===== config.mk =====
export PLATFORM = sky130hd
export DESIGN_NAME = indexed_max_heap_top_k
export DESIGN_NICKNAME = d
export VERILOG_FILES = /design/src/hdl/ihtk_pkg.sv /design/src/hdl/indexed_max_heap_top_k.sv
export SDC_FILE = /design/constraint.sdc
export NUM_CORES = 2
export LEC_CHECK = 0
export ABC_CLOCK_PERIOD_IN_PS = 5200
export BUFFER_PORTS_ARGS = -buffer_cell sky130_fd_sc_hd__clkbuf_2
export CAP_MARGIN = 20
export CORE_MARGIN = 2
export CORE_UTILIZATION = 52
export DETAILED_ROUTE_END_ITERATION = 10
export PLACE_DENSITY_LB_ADDON = 0.2
export SYNTH_ARGS = -nofsm -noshare
export SYNTH_HDL_FRONTEND = slang
export SYNTH_SLANG_ARGS = --single-unit

===== constraint.sdc =====
create_clock -name i_clk -period 5.2 [get_ports i_clk]
set_input_delay 0 -clock i_clk [delete_from_list [all_inputs] [get_ports i_clk]]
set_output_delay 0 -clock i_clk [all_outputs]
set_load 0.02 [all_outputs]

===== src/hdl/ihtk_pkg.sv =====
`timescale 1ns / 1ps
// Shared sizes for the indexed max-heap block.
// No dependencies.
package ihtk_pkg;
    localparam int ENTRIES = 32;
    localparam int IDW     = $clog2(ENTRIES);
    localparam int CNTW    = $clog2(ENTRIES + 1);
    localparam int KEYW    = 32;
    localparam int TOPW    = 6;
    localparam int IDW2    = IDW + 2;

    localparam logic REQ_UPDATE = 1'b0;
    localparam logic REQ_QUERY  = 1'b1;
endpackage


===== src/hdl/indexed_max_heap_top_k.sv =====
`timescale 1ns / 1ps
// Indexed max-heap of entry ids with top-k query, top level.
// Depends on ihtk_pkg.
//
// Updates and queries are taken one at a time; the input is ready only when the
// sequencer is idle. An update climbs the heap from the entry's position; a key
// change of a present entry then also descends (one heap read, one key read and
// one compare per child, all on memories with registered reads). A query first
// copies the heap into a scratch memory, then reports each item by taking the
// root and sifting the last entry down. An empty answer is sent with is_empty
// set and no data. Results wait in an output register, so a new item is taken
// while the last result is still unread.
module indexed_max_heap_top_k (
    input  logic        i_clk,
    input  logic        i_rst_n,
    input  logic        i_s_axis_tvalid,
    output logic        o_s_axis_tready,
    // [4:0] entry_id, [36:5] new_key, [42:37] top_count, [43] take_all
    input  logic [47:0] i_s_axis_tdata,
    // [0] req_type
    input  logic        i_s_axis_tuser,
    output logic        o_m_axis_tvalid,
    input  logic        i_m_axis_tready,
    // [4:0] entry_id_out, [36:5] key_out
    output logic [39:0] o_m_axis_tdata,
    output logic        o_m_axis_tlast,
    // [0] is_empty
    output logic        o_m_axis_tuser
);
    localparam int IDW  = ihtk_pkg::IDW;
    localparam int CNTW = ihtk_pkg::CNTW;
    localparam int KEYW = ihtk_pkg::KEYW;
    localparam int IDW2 = ihtk_pkg::IDW2;
    localparam int N    = ihtk_pkg::ENTRIES;

    localparam logic [4:0] S_IDLE  = 5'd0;
    localparam logic [4:0] S_ULK   = 5'd1;
    localparam logic [4:0] S_UP    = 5'd2;
    localparam logic [4:0] S_UPK   = 5'd3;
    localparam logic [4:0] S_UPC   = 5'd4;
    localparam logic [4:0] S_UPE   = 5'd5;
    localparam logic [4:0] S_DN    = 5'd6;
    localparam logic [4:0] S_DLK   = 5'd7;
    localparam logic [4:0] S_DLC   = 5'd8;
    localparam logic [4:0] S_DRK   = 5'd9;
    localparam logic [4:0] S_DRC   = 5'd10;
    localparam logic [4:0] S_DDEC  = 5'd11;
    localparam logic [4:0] S_CPR   = 5'd12;
    localparam logic [4:0] S_CPW   = 5'd13;
    localparam logic [4:0] S_POP   = 5'd14;
    localparam logic [4:0] S_POPK  = 5'd15;
    localparam logic [4:0] S_POPO  = 5'd16;
    localparam logic [4:0] S_POPL  = 5'd17;
    localparam logic [4:0] S_POPLK = 5'd18;
    localparam logic [4:0] S_EMPTY = 5'd19;

    // memories
    logic [IDW-1:0]  hmem [N];
    logic [IDW-1:0]  smem [N];
    logic [KEYW-1:0] kmem [N];
    logic [IDW-1:0]  pmem [N];
    logic [IDW-1:0]  hq, sq, pq;
    logic [KEYW-1:0] kq;

    logic [4:0]      r_state, n_state;
    logic            r_isq, n_isq;
    logic            r_down, n_down;
    logic [IDW-1:0]  r_pos, n_pos;
    logic [IDW-1:0]  r_cur_id, n_cur_id;
    logic [KEYW-1:0] r_cur_key, n_cur_key;
    logic [IDW-1:0]  r_oid, n_oid;
    logic            r_best_mv, n_best_mv;
    logic [IDW-1:0]  r_best_pos, n_best_pos;
    logic [IDW-1:0]  r_best_id, n_best_id;
    logic [KEYW-1:0] r_best_key, n_best_key;
    logic [CNTW-1:0] r_n, n_n;
    logic [CNTW-1:0] r_k, n_k;
    logic [CNTW-1:0] r_i, n_i;
    logic [CNTW-1:0] r_cnt, n_cnt;
    logic [N-1:0]    r_present;
    logic            set_pres;

    logic            r_ov;
    logic [IDW-1:0]  r_out_id;
    logic [KEYW-1:0] r_out_key;
    logic            r_out_last, r_out_empty;
    logic            out_load, out_empty, out_free;
    logic [IDW-1:0]  out_id;
    logic [KEYW-1:0] out_key;
    logic            out_last;

    logic            acc;
    logic            in_req, in_all;
    logic [IDW-1:0]  in_id;
    logic [KEYW-1:0] in_key;
    logic [5:0]      in_top;
    logic [CNTW-1:0] kk;

    logic [IDW-1:0]  hd;
    logic [IDW-1:0]  ha, pa, ka;
    logic            wr, h_we, s_we, p_we, k_we, cp_we;
    logic [IDW-1:0]  w_addr, w_data, p_wa, p_wd;
    logic [IDW-1:0]  par;
    logic [IDW2-1:0] lw, rw, nw;

    assign in_req = i_s_axis_tuser;
    assign in_id  = i_s_axis_tdata[IDW-1:0];
    assign in_key = i_s_axis_tdata[36:5];
    assign in_top = i_s_axis_tdata[42:37];
    assign in_all = i_s_axis_tdata[43];

    assign o_s_axis_tready = (r_state == S_IDLE);
    assign acc      = i_s_axis_tvalid && o_s_axis_tready;
    assign out_free = !r_ov || i_m_axis_tready;

    assign hd  = r_isq ? sq : hq;
    assign par = (r_pos - 1'b1) >> 1;
    assign lw  = {1'b0, r_pos, 1'b1};
    assign rw  = lw + 1'b1;
    assign nw  = IDW2'(r_n);
    assign kk  = (in_all || ({{(7 - CNTW){1'b0}}, r_cnt} < {1'b0, in_top})) ?
                 r_cnt : CNTW'(in_top);

    always_comb begin
        n_state    = r_state;
        n_isq      = r_isq;
        n_down     = r_down;
        n_pos      = r_pos;
        n_cur_id   = r_cur_id;
        n_cur_key  = r_cur_key;
        n_oid      = r_oid;
        n_best_mv  = r_best_mv;
        n_best_pos = r_best_pos;
        n_best_id  = r_best_id;
        n_best_key = r_best_key;
        n_n        = r_n;
        n_k        = r_k;
        n_i        = r_i;
        n_cnt      = r_cnt;
        set_pres   = 1'b0;
        wr         = 1'b0;
        cp_we      = 1'b0;
        p_we       = 1'b0;
        k_we       = 1'b0;
        w_addr     = r_pos;
        w_data     = r_cur_id;
        p_wa       = r_cur_id;
        p_wd       = r_pos;
        ha         = r_pos;
        ka         = r_oid;
        pa         = in_id;
        out_load   = 1'b0;
        out_empty  = 1'b0;
        out_id     = r_oid;
        out_key    = kq;
        out_last   = (r_k == CNTW'(1));
        case (r_state)
            S_IDLE: begin
                if (acc) begin
                    if (in_req == ihtk_pkg::REQ_UPDATE) begin
                        k_we      = 1'b1;
                        n_cur_id  = in_id;
                        n_cur_key = in_key;
                        n_isq     = 1'b0;
                        n_state   = S_ULK;
                    end else if (kk == '0) begin
                        n_state = S_EMPTY;
                    end else begin
                        n_k     = kk;
                        n_n     = r_cnt;
                        n_i     = '0;
                        n_isq   = 1'b1;
                        n_state = S_CPR;
                    end
                end
            end
            S_ULK: begin
                if (r_present[r_cur_id]) begin
                    if ({1'b0, pq} >= r_cnt) begin
                        n_state = S_IDLE;
                    end else begin
                        n_pos   = pq;
                        n_down  = 1'b1;
                        n_n     = r_cnt;
                        n_state = S_UP;
                    end
                end else if (r_cnt == CNTW'(N)) begin
                    n_state = S_IDLE;
                end else begin
                    set_pres = 1'b1;
                    n_pos    = r_cnt[IDW-1:0];
                    n_cnt    = r_cnt + 1'b1;
                    n_n      = r_cnt + 1'b1;
                    n_down   = 1'b0;
                    n_state  = S_UP;
                end
            end
            S_UP: begin
                ha = par;
                n_state = (r_pos == '0) ? S_UPE : S_UPK;
            end
            S_UPK: begin
                n_oid   = hd;
                ka      = hd;
                n_state = S_UPC;
            end
            S_UPC: begin
                if (kq < r_cur_key) begin
                    wr      = 1'b1;
                    w_data  = r_oid;
                    p_we    = !r_isq;
                    p_wa    = r_oid;
                    n_pos   = par;
                    n_state = S_UP;
                end else begin
                    n_state = S_UPE;
                end
            end
            S_UPE: begin
                if (r_down) begin
                    n_state = S_DN;
                end else begin
                    wr      = 1'b1;
                    p_we    = !r_isq;
                    n_state = S_IDLE;
                end
            end
            S_DN: begin
                ha = lw[IDW-1:0];
                if (lw >= nw) begin
                    wr      = 1'b1;
                    p_we    = !r_isq;
                    n_state = r_isq ? S_POP : S_IDLE;
                end else begin
                    n_state = S_DLK;
                end
            end
            S_DLK: begin
                n_oid   = hd;
                ka      = hd;
                n_state = S_DLC;
            end
            S_DLC: begin
                ha = rw[IDW-1:0];
                if (kq > r_cur_key) begin
                    n_best_mv  = 1'b1;
                    n_best_pos = lw[IDW-1:0];
                    n_best_id  = r_oid;
                    n_best_key = kq;
                end else begin
                    n_best_mv  = 1'b0;
                    n_best_key = r_cur_key;
                end
                n_state = (rw < nw) ? S_DRK : S_DDEC;
            end
            S_DRK: begin
                n_oid   = hd;
                ka      = hd;
                n_state = S_DRC;
            end
            S_DRC: begin
                if (kq > r_best_key) begin
                    n_best_mv  = 1'b1;
                    n_best_pos = rw[IDW-1:0];
                    n_best_id  = r_oid;
                end
                n_state = S_DDEC;
            end
            S_DDEC: begin
                wr   = 1'b1;
                p_we = !r_isq;
                if (!r_best_mv) begin
                    n_state = r_isq ? S_POP : S_IDLE;
                end else begin
                    w_data  = r_best_id;
                    p_wa    = r_best_id;
                    n_pos   = r_best_pos;
                    n_state = S_DN;
                end
            end
            S_CPR: begin
                ha      = r_i[IDW-1:0];
                n_state = S_CPW;
            end
            S_CPW: begin
                cp_we   = 1'b1;
                w_addr  = r_i[IDW-1:0];
                w_data  = hq;
                n_i     = r_i + 1'b1;
                n_state = (r_i + 1'b1 == r_n) ? S_POP : S_CPR;
            end
            S_POP: begin
                ha      = '0;
                n_state = S_POPK;
            end
            S_POPK: begin
                n_oid   = hd;
                ka      = hd;
                n_state = S_POPO;
            end
            S_POPO: begin
                ha = IDW'(r_n - 1'b1);
                if (out_free) begin
                    out_load = 1'b1;
                    n_k      = r_k - 1'b1;
                    n_state  = (r_k == CNTW'(1)) ? S_IDLE : S_POPL;
                end
            end
            S_POPL: begin
                n_cur_id = hd;
                ka       = hd;
                n_state  = S_POPLK;
            end
            S_POPLK: begin
                n_cur_key = kq;
                n_n       = r_n - 1'b1;
                n_pos     = '0;
                n_state   = S_DN;
            end
            S_EMPTY: begin
                if (out_free) begin
                    out_load  = 1'b1;
                    out_empty = 1'b1;
                    out_id    = '0;
                    out_key   = '0;
                    out_last  = 1'b0;
                    n_state   = S_IDLE;
                end
            end
            default: begin
                n_state = S_IDLE;
            end
        endcase
    end

    assign h_we = wr && !r_isq;
    assign s_we = (wr && r_isq) || cp_we;

    always_ff @(posedge i_clk) begin
        if (h_we) begin
            hmem[w_addr] <= w_data;
        end
        hq <= hmem[ha];
        if (s_we) begin
            smem[w_addr] <= w_data;
        end
        sq <= smem[ha];
        if (k_we) begin
            kmem[in_id] <= in_key;
        end
        kq <= kmem[ka];
        if (p_we) begin
            pmem[p_wa] <= p_wd;
        end
        pq <= pmem[pa];
    end

    always_ff @(posedge i_clk) begin
        if (!i_rst_n) begin
            r_state   <= S_IDLE;
            r_cnt     <= '0;
            r_present <= '0;
            r_ov      <= 1'b0;
            r_isq     <= 1'b0;
        end else begin
            r_state <= n_state;
            r_cnt   <= n_cnt;
            r_isq   <= n_isq;
            if (set_pres) begin
                r_present[r_cur_id] <= 1'b1;
            end
            if (out_load) begin
                r_ov <= 1'b1;
            end else if (i_m_axis_tready) begin
                r_ov <= 1'b0;
            end
        end
    end

    always_ff @(posedge i_clk) begin
        r_down     <= n_down;
        r_pos      <= n_pos;
        r_cur_id   <= n_cur_id;
        r_cur_key  <= n_cur_key;
        r_oid      <= n_oid;
        r_best_mv  <= n_best_mv;
        r_best_pos <= n_best_pos;
        r_best_id  <= n_best_id;
        r_best_key <= n_best_key;
        r_n        <= n_n;
        r_k        <= n_k;
        r_i        <= n_i;
        if (out_load) begin
            r_out_id    <= out_id;
            r_out_key   <= out_key;
            r_out_last  <= out_last;
            r_out_empty <= out_empty;
        end
    end

    assign o_m_axis_tvalid = r_ov;
    assign o_m_axis_tdata  = {3'b000, r_out_key, r_out_id};
    assign o_m_axis_tlast  = r_out_last;
    assign o_m_axis_tuser  = r_out_empty;

    a_cnt_bound: assert property (@(posedge i_clk) disable iff (!i_rst_n)
        r_cnt <= CNTW'(N))
        else $error("heap count above capacity");

    a_cnt_mono: assert property (@(posedge i_clk) disable iff (!i_rst_n)
        $past(i_rst_n) |-> r_cnt >= $past(r_cnt))
        else $error("heap count decreased");

    a_busy: assert property (@(posedge i_clk) disable iff (!i_rst_n)
        acc |=> !o_s_axis_tready)
        else $error("ready right after accepted item");

    a_empty_fmt: assert property (@(posedge i_clk) disable iff (!i_rst_n)
        (r_ov && r_out_empty) |-> (!r_out_last && r_out_key == '0 && r_out_id == '0))
        else $error("empty result carries data");
endmodule

Yosys cells after proc, flatten, opt, wreduce, memory -nomap -nowiden
Memory sizes are Yosys's and may differ from the RTL's. A register that Yosys moved wholly into a read port is not among the register bits. Cells that the tools add are included.

Output and inout port bits: 44. Memories: 4. Bits in writable memories: 1504. Word-level logic and storage cells: 222. Input bits: 53. Bits in registers: 193.

Memories: kmem (words 32, width 32, rd ports 1, clocked after memory_dff 1, write ports 1, RTL line indexed_max_heap_top_k.sv:60) `logic [KEYW-1:0] kmem [N];`; hmem (words 32, width 5, rd ports 1, clocked after memory_dff 1, write ports 1, RTL line indexed_max_heap_top_k.sv:58) `logic [IDW-1:0] hmem [N];`; pmem (words 32, width 5, rd ports 1, clocked after memory_dff 1, write ports 1, RTL line indexed_max_heap_top_k.sv:61) `logic [IDW-1:0] pmem [N];`; smem (words 32, width 5, rd ports 1, clocked after memory_dff 1, write ports 1, RTL line indexed_max_heap_top_k.sv:59) `logic [IDW-1:0] smem [N];`.

Bitwise gates (word level): 3. Mux-type cells: 107. Reduce and logical (&&, ||, !) cells: 35. $add $sub $neg: 6. Order comparisons: 9. Equal/unequal tests: 37.

Operators with widths (count): 32-bit two-way mux (5); 5-bit two-way mux (25); 5-bit one-hot mux with 20 select lines (1); 6-bit two-way mux (14); 32-bit greater-than comparator (2); 32-bit one-hot mux with 2 select lines (1); 5-bit by 4-bit == test with 1-bit output (second input constant) (8); 5-bit one-hot mux with 2 select lines (4); 1-bit two-way mux (36); 32-bit < comparator (1); 32-bit bitwise OR (1); 5-bit one-hot mux with 6 select lines (1); 6-bit one-hot mux with 2 select lines (2); 2-bit inequality test (second input constant) (11); 3-bit AND reduction (7); 5-bit by 3-bit == test with 1-bit output (second input constant) (4); 5-bit == test (second input constant) (4); 5-bit one-hot mux with 4 select lines (1); 6-bit one-hot mux with 3 select lines (1); 5-bit one-hot mux with 3 select lines (1); 6-bit by 1-bit adder with 6-bit output (second input constant) (2); 4-bit two-way mux (3); 2-bit nonzero test (6); 6-bit by 1-bit subtractor with 6-bit output (second input constant) (2); other kinds (36) (54).

Depth between registers and ports, before layout
Word-level depth: 8. Mapped depth: 15. Depth with buffers taken out: 12.

Worst setup path before layout
OpenSTA, ideal clock, no wires.

Path kind: flip-flop to flip-flop. Start point: register r_state[0]. End point: memory hmem[0][0] in the netlist's numbering (data pin). Setup time: 548 ps. Required time: 4652 ps. Buffers on the path: 3. Setup slack: 1122 ps. Clock period less this slack: 4078 ps. Stages on the path, launching flop included: 10. Arrival: 3530 ps. Cell sequence: dfxtp_1 > buf_2 > buf_1 > nand2_1 > nor3_1 > clkbuf_1 > o21ai_0 > nand3_1 > o21ai_0 > a21oi_1.

Word-level cells in the longest chain between the ends: 2. Elaborated cells on any way between the ends: 4. Classes of those cells: eq/ne: 3; mux: 1.

Ends and longest elaborated chain: start, declared (RTL line indexed_max_heap_top_k.sv:65) `logic [4:0] r_state, n_state;`; start signal, assigned (RTL line indexed_max_heap_top_k.sv:366) `r_state <= n_state;`; 5-bit by 4-bit == test with 1-bit output or 5-bit by 3-bit == test with 1-bit output (tied branches) (RTL line indexed_max_heap_top_k.sv:157) `case (r_state)`; 5-bit one-hot mux with 3 select lines (*) (RTL line indexed_max_heap_top_k.sv:157); net w_data[0] (RTL line indexed_max_heap_top_k.sv:102) `logic [IDW-1:0] w_addr, w_data, p_wa, p_wd;`; end, declared (RTL line indexed_max_heap_top_k.sv:58).

Mark *: on every way through the listed nets, which the timed path passes. The rest lies on a longest branch.

Worst setup path after layout
Start point: register kq[27] (read register of kmem). End point: memory pmem[0][2] in the netlist's numbering (enable).

Word-level cells in the longest chain between the ends: 5. Elaborated cells on any way between the ends: 7. Classes of those cells: order compare: 1; mux: 6.

Ends and longest elaborated chain: start, declared (RTL line indexed_max_heap_top_k.sv:63) `logic [KEYW-1:0] kq;`; 32-bit < comparator (*) (RTL line indexed_max_heap_top_k.sv:208) `if (kq < r_cur_key) begin`; 1-bit two-way mux (RTL line indexed_max_heap_top_k.sv:208); 1-bit one-hot mux with 4 select lines (RTL line indexed_max_heap_top_k.sv:157); 1-bit two-way mux (RTL line indexed_max_heap_top_k.sv:352) `if (p_we) begin`; 1-bit two-way mux (not written as such) (RTL line indexed_max_heap_top_k.sv:353) `pmem[p_wa] <= p_wd;`; end, declared (RTL line indexed_max_heap_top_k.sv:61).

Every way passes the cells marked *; elsewhere a longest branch is shown, timed or not.

==> impl_results.md <==
- Final Core Density: 59.2%
- Period utilization: 89.5%
- Layout area overhead: 13.1%
- Post-Synth XOR/XNOR Area: 0.405%
- Hold Crit Depth: 4
- Clk_lat worst skew: 0.82 ns
- Distinct cells, synth: 90
- DRC: 0
- FP Rows: 138
- Grt ovf: 0
- Reg clk slew, reported paths: 0.06 ns
- CTS H-Tree Depth: 4
- PwrDens: 528 nW/um^2
- Worst vdd ir: 405 uV
- Crit path DAT: 5.08 ns
- Data required time of the critical path: 5.63 ns
- Outcome: finished clean
- # port buffers: 89
- Worst Min Path Start: i_s_axis_tdata[40]
- Initial Util: 52.3%
- P_leak: 28.4 nW
- Placement-stage worst setup slack: 0.647 ns
- Leading area contributor after synthesis: edfxtp_1
- Min Clock Period, post-route: 4.65 ns
- R2R Setup Slk: 0.55 ns
- Commonest non-fill, non-tap cell in the layout: edfxtp_1
- Deepest clock path buffer count: 3
- Die area: 145,000 sq um
- R2r worst-path depth: 9
- Clock Skew: 0.0309 ns
- Final WL: 196,000 um
- Fmax: 0.215 GHz
- Top post-synthesis cells by area: edfxtp_1 67%, mux2i_1 4.6%, nand2_1 4.1%
- CTS Buf Count: 175
- Synthesized flop and latch total: 1,744
- Commonest non-fill, non-tap cells in the layout: 1,652 x edfxtp_1, 806 x nand2_1, 343 x mux2i_1
- Via density: 6.19
- Hold crit path type: in2reg
- Nets: 5,644
- # fillers: 10,900
- CTS tree: done
- Initial antenna violation count: 2
- Slew Viols, Final: 0
- GP Congestion: 0.938
- Hold Path End: r_k[3]
- Worst R2R End: pmem[0][2]
- EDFF count, synth: 1,652
- Total Power: 44.1 mW
- Async SR Flop Fraction: 0%
- Adder-Cell Fraction of Synth Area: 1.58%
- TNS Setup: 0 ns
- Max-cap violations: 0
- Die W: 381 um
- Post-Syn Instances: 5,336
- CTS root buf: clkbuf_16
- Ports: 97
- Die Y: 381 um
- RSZ-0062 raised after global routing: false
- Syn Area/Cell: 13.8 sq um
- Slew @ Worst Pin: 1.07 ns
- Pin count of the biggest net entering global routing: 85
- Crit end category: register
- Routed Antenna Nets: 0
- HPWL after detailed placement: 116,000 um
- Per-cell routed wire length: 26.0 um
- Layout cells sized above 1: 12.8%
- Predominant post-synthesis flop cell: edfxtp_1
- Critical path type: reg2reg
- Total number of vias: 46,600
- Largest family of logic cells by synthesized area: compound AO/OA/AOI/OAI gates
- Setup crit start kind: register
- Final Hold Fails: 0
- Compound-Gate Fraction of Synth Area: 9.60%
- Post-Synth Simple-Gate Area: 9.03%
- Core Area: 141,000 sq um
- Synth top area share: 67.2%
- Critical path peak fanout: 7
- Drt pass-1 iters: 5
- Critical R2R Launch: kq[27]
- Setup ws final: 0.548 ns
- Multiplexer share of the synthesized area: 7.07%
- # clock sinks: 1,744
- Sequential fraction of the synthesis area: 69.6%
- First-pass GRT wire length: 289,000 um
- Initial DRC count: 5,583
- Vias in the first global route: 44,900
- All-layer global routing usage: 26.5%
- Setup Viol. Count Final: 0
- Cell Area, Synth: 73,900 sq um
- Slew margin rel.: 28.8%
- Syn. warnings: 0
## through the flow
step | area, sq um | cells | hold WS, ns
final | 83600 | 7529 | 0.244
after detailed placement | 77400 | 7155 | 0.401
after global routing | 83600 | 7528 | 0.245
after CTS | 83600 | 7528 | 0.150
after floorplan | 73900 | 5338 | 0.0989
after global placement | 77400 | 7155 | 0.395
## cell type report
class                   count  area [sq um]  share of cell area [%]
multi-input cells        3130         20900                    25.0
flip-flops and latches   1744         51500                    61.6
clock buffers             235          4840                    5.79
diodes                      1          2.50                 0.00299
clock inverters            82           797                   0.954
repair buffers            326          2770                    3.31
well taps                1890          2360                    2.83
inverters                 121           457                   0.546
## worst max path at each step
stage | startpoint | endpoint | slack (ns) | depth (start not counted)
after floorplan | r_state[0] | hmem[0][0] | 1.12 | 9
after CTS | kq[27] | pmem[19][2] | 0.67 | 9
after global placement | r_cur_key[27] | pmem[3][0] | 0.80 | 10
after global routing | r_cur_key[27] | pmem[16][0] | 0.29 | 10
after detailed placement | kq[27] | pmem[16][1] | 0.65 | 9
final | kq[27] | pmem[0][2] | 0.55 | 9
## where the power goes
group          internal (mW)  leakage (nW)  switching (mW)  total [mW]
combinational           4.78          10.1            9.65        14.4
clock                   7.10          2.74            5.33        12.4
sequential              16.6          15.6           0.652        17.3
total                   28.5          28.4            15.6        44.1
## timing repair
action | in CTS | in global routing
gates resized for setup | 0 | 0
buffers inserted | 0 | 0
hold buffers | 56 | 0
hold endpoints to repair | 1089 | 0
## layer usage
metal  routed length (um)  global-route usage, %
met1                83200                   38.2
met2                89700                   40.8
met3                16600                   4.80
met4                 6130                   9.27
met5                    0                      0
## Yosys cell counts, drive strengths merged (22+ instances only)
cell type and instances:
a211oi 39, a21boi 22, a21oi 332, a221oi 139, a22oi 102, a31oi 73
a32o 32, a32oi 37, buf 149, clkbuf 194, dfxtp 92, edfxtp 1652
ha 93, inv 121, mux2 63, mux2i 343, mux4 48, nand2 814
nand3 183, nand4 22, nor2 180, nor2b 82, nor3 73, nor4 46
o21ai 94, o22ai 106, xnor2 23
## kinds of logic (layout without fill, tap and decap cells)
group           Yosys count  after routing
simple gates           1490           1490
flops                  1744           1744
xor+xnor                 32             32
mux                     454            454
fa+ha+maj                93             93
other cells               1              4
compound gates         1058           1058
buf+inv                 464            764
## flip-flops by register name (all words and copies together) (netlist names), 6 cells and up
signal,flops
hmem,160
kmem,1024
kq,32
pmem,160
r_best_key,32
r_cnt,6
r_cur_key,32
r_i,6
r_k,6
r_n,6
r_out_key,32
r_present,32
smem,160
## critical path: stages (launching register included)
cell	delay, ns
dfxtp_1	0.36
ha_1	0.35
nand4_1	0.22
nor4_1	0.43
nand2_1	0.19
a31oi_1	0.65
nor3_2	0.23
a221oi_1	0.81
nand2_1	0.33
nor3_1	0.71
(Power assumes the default switching activity.)
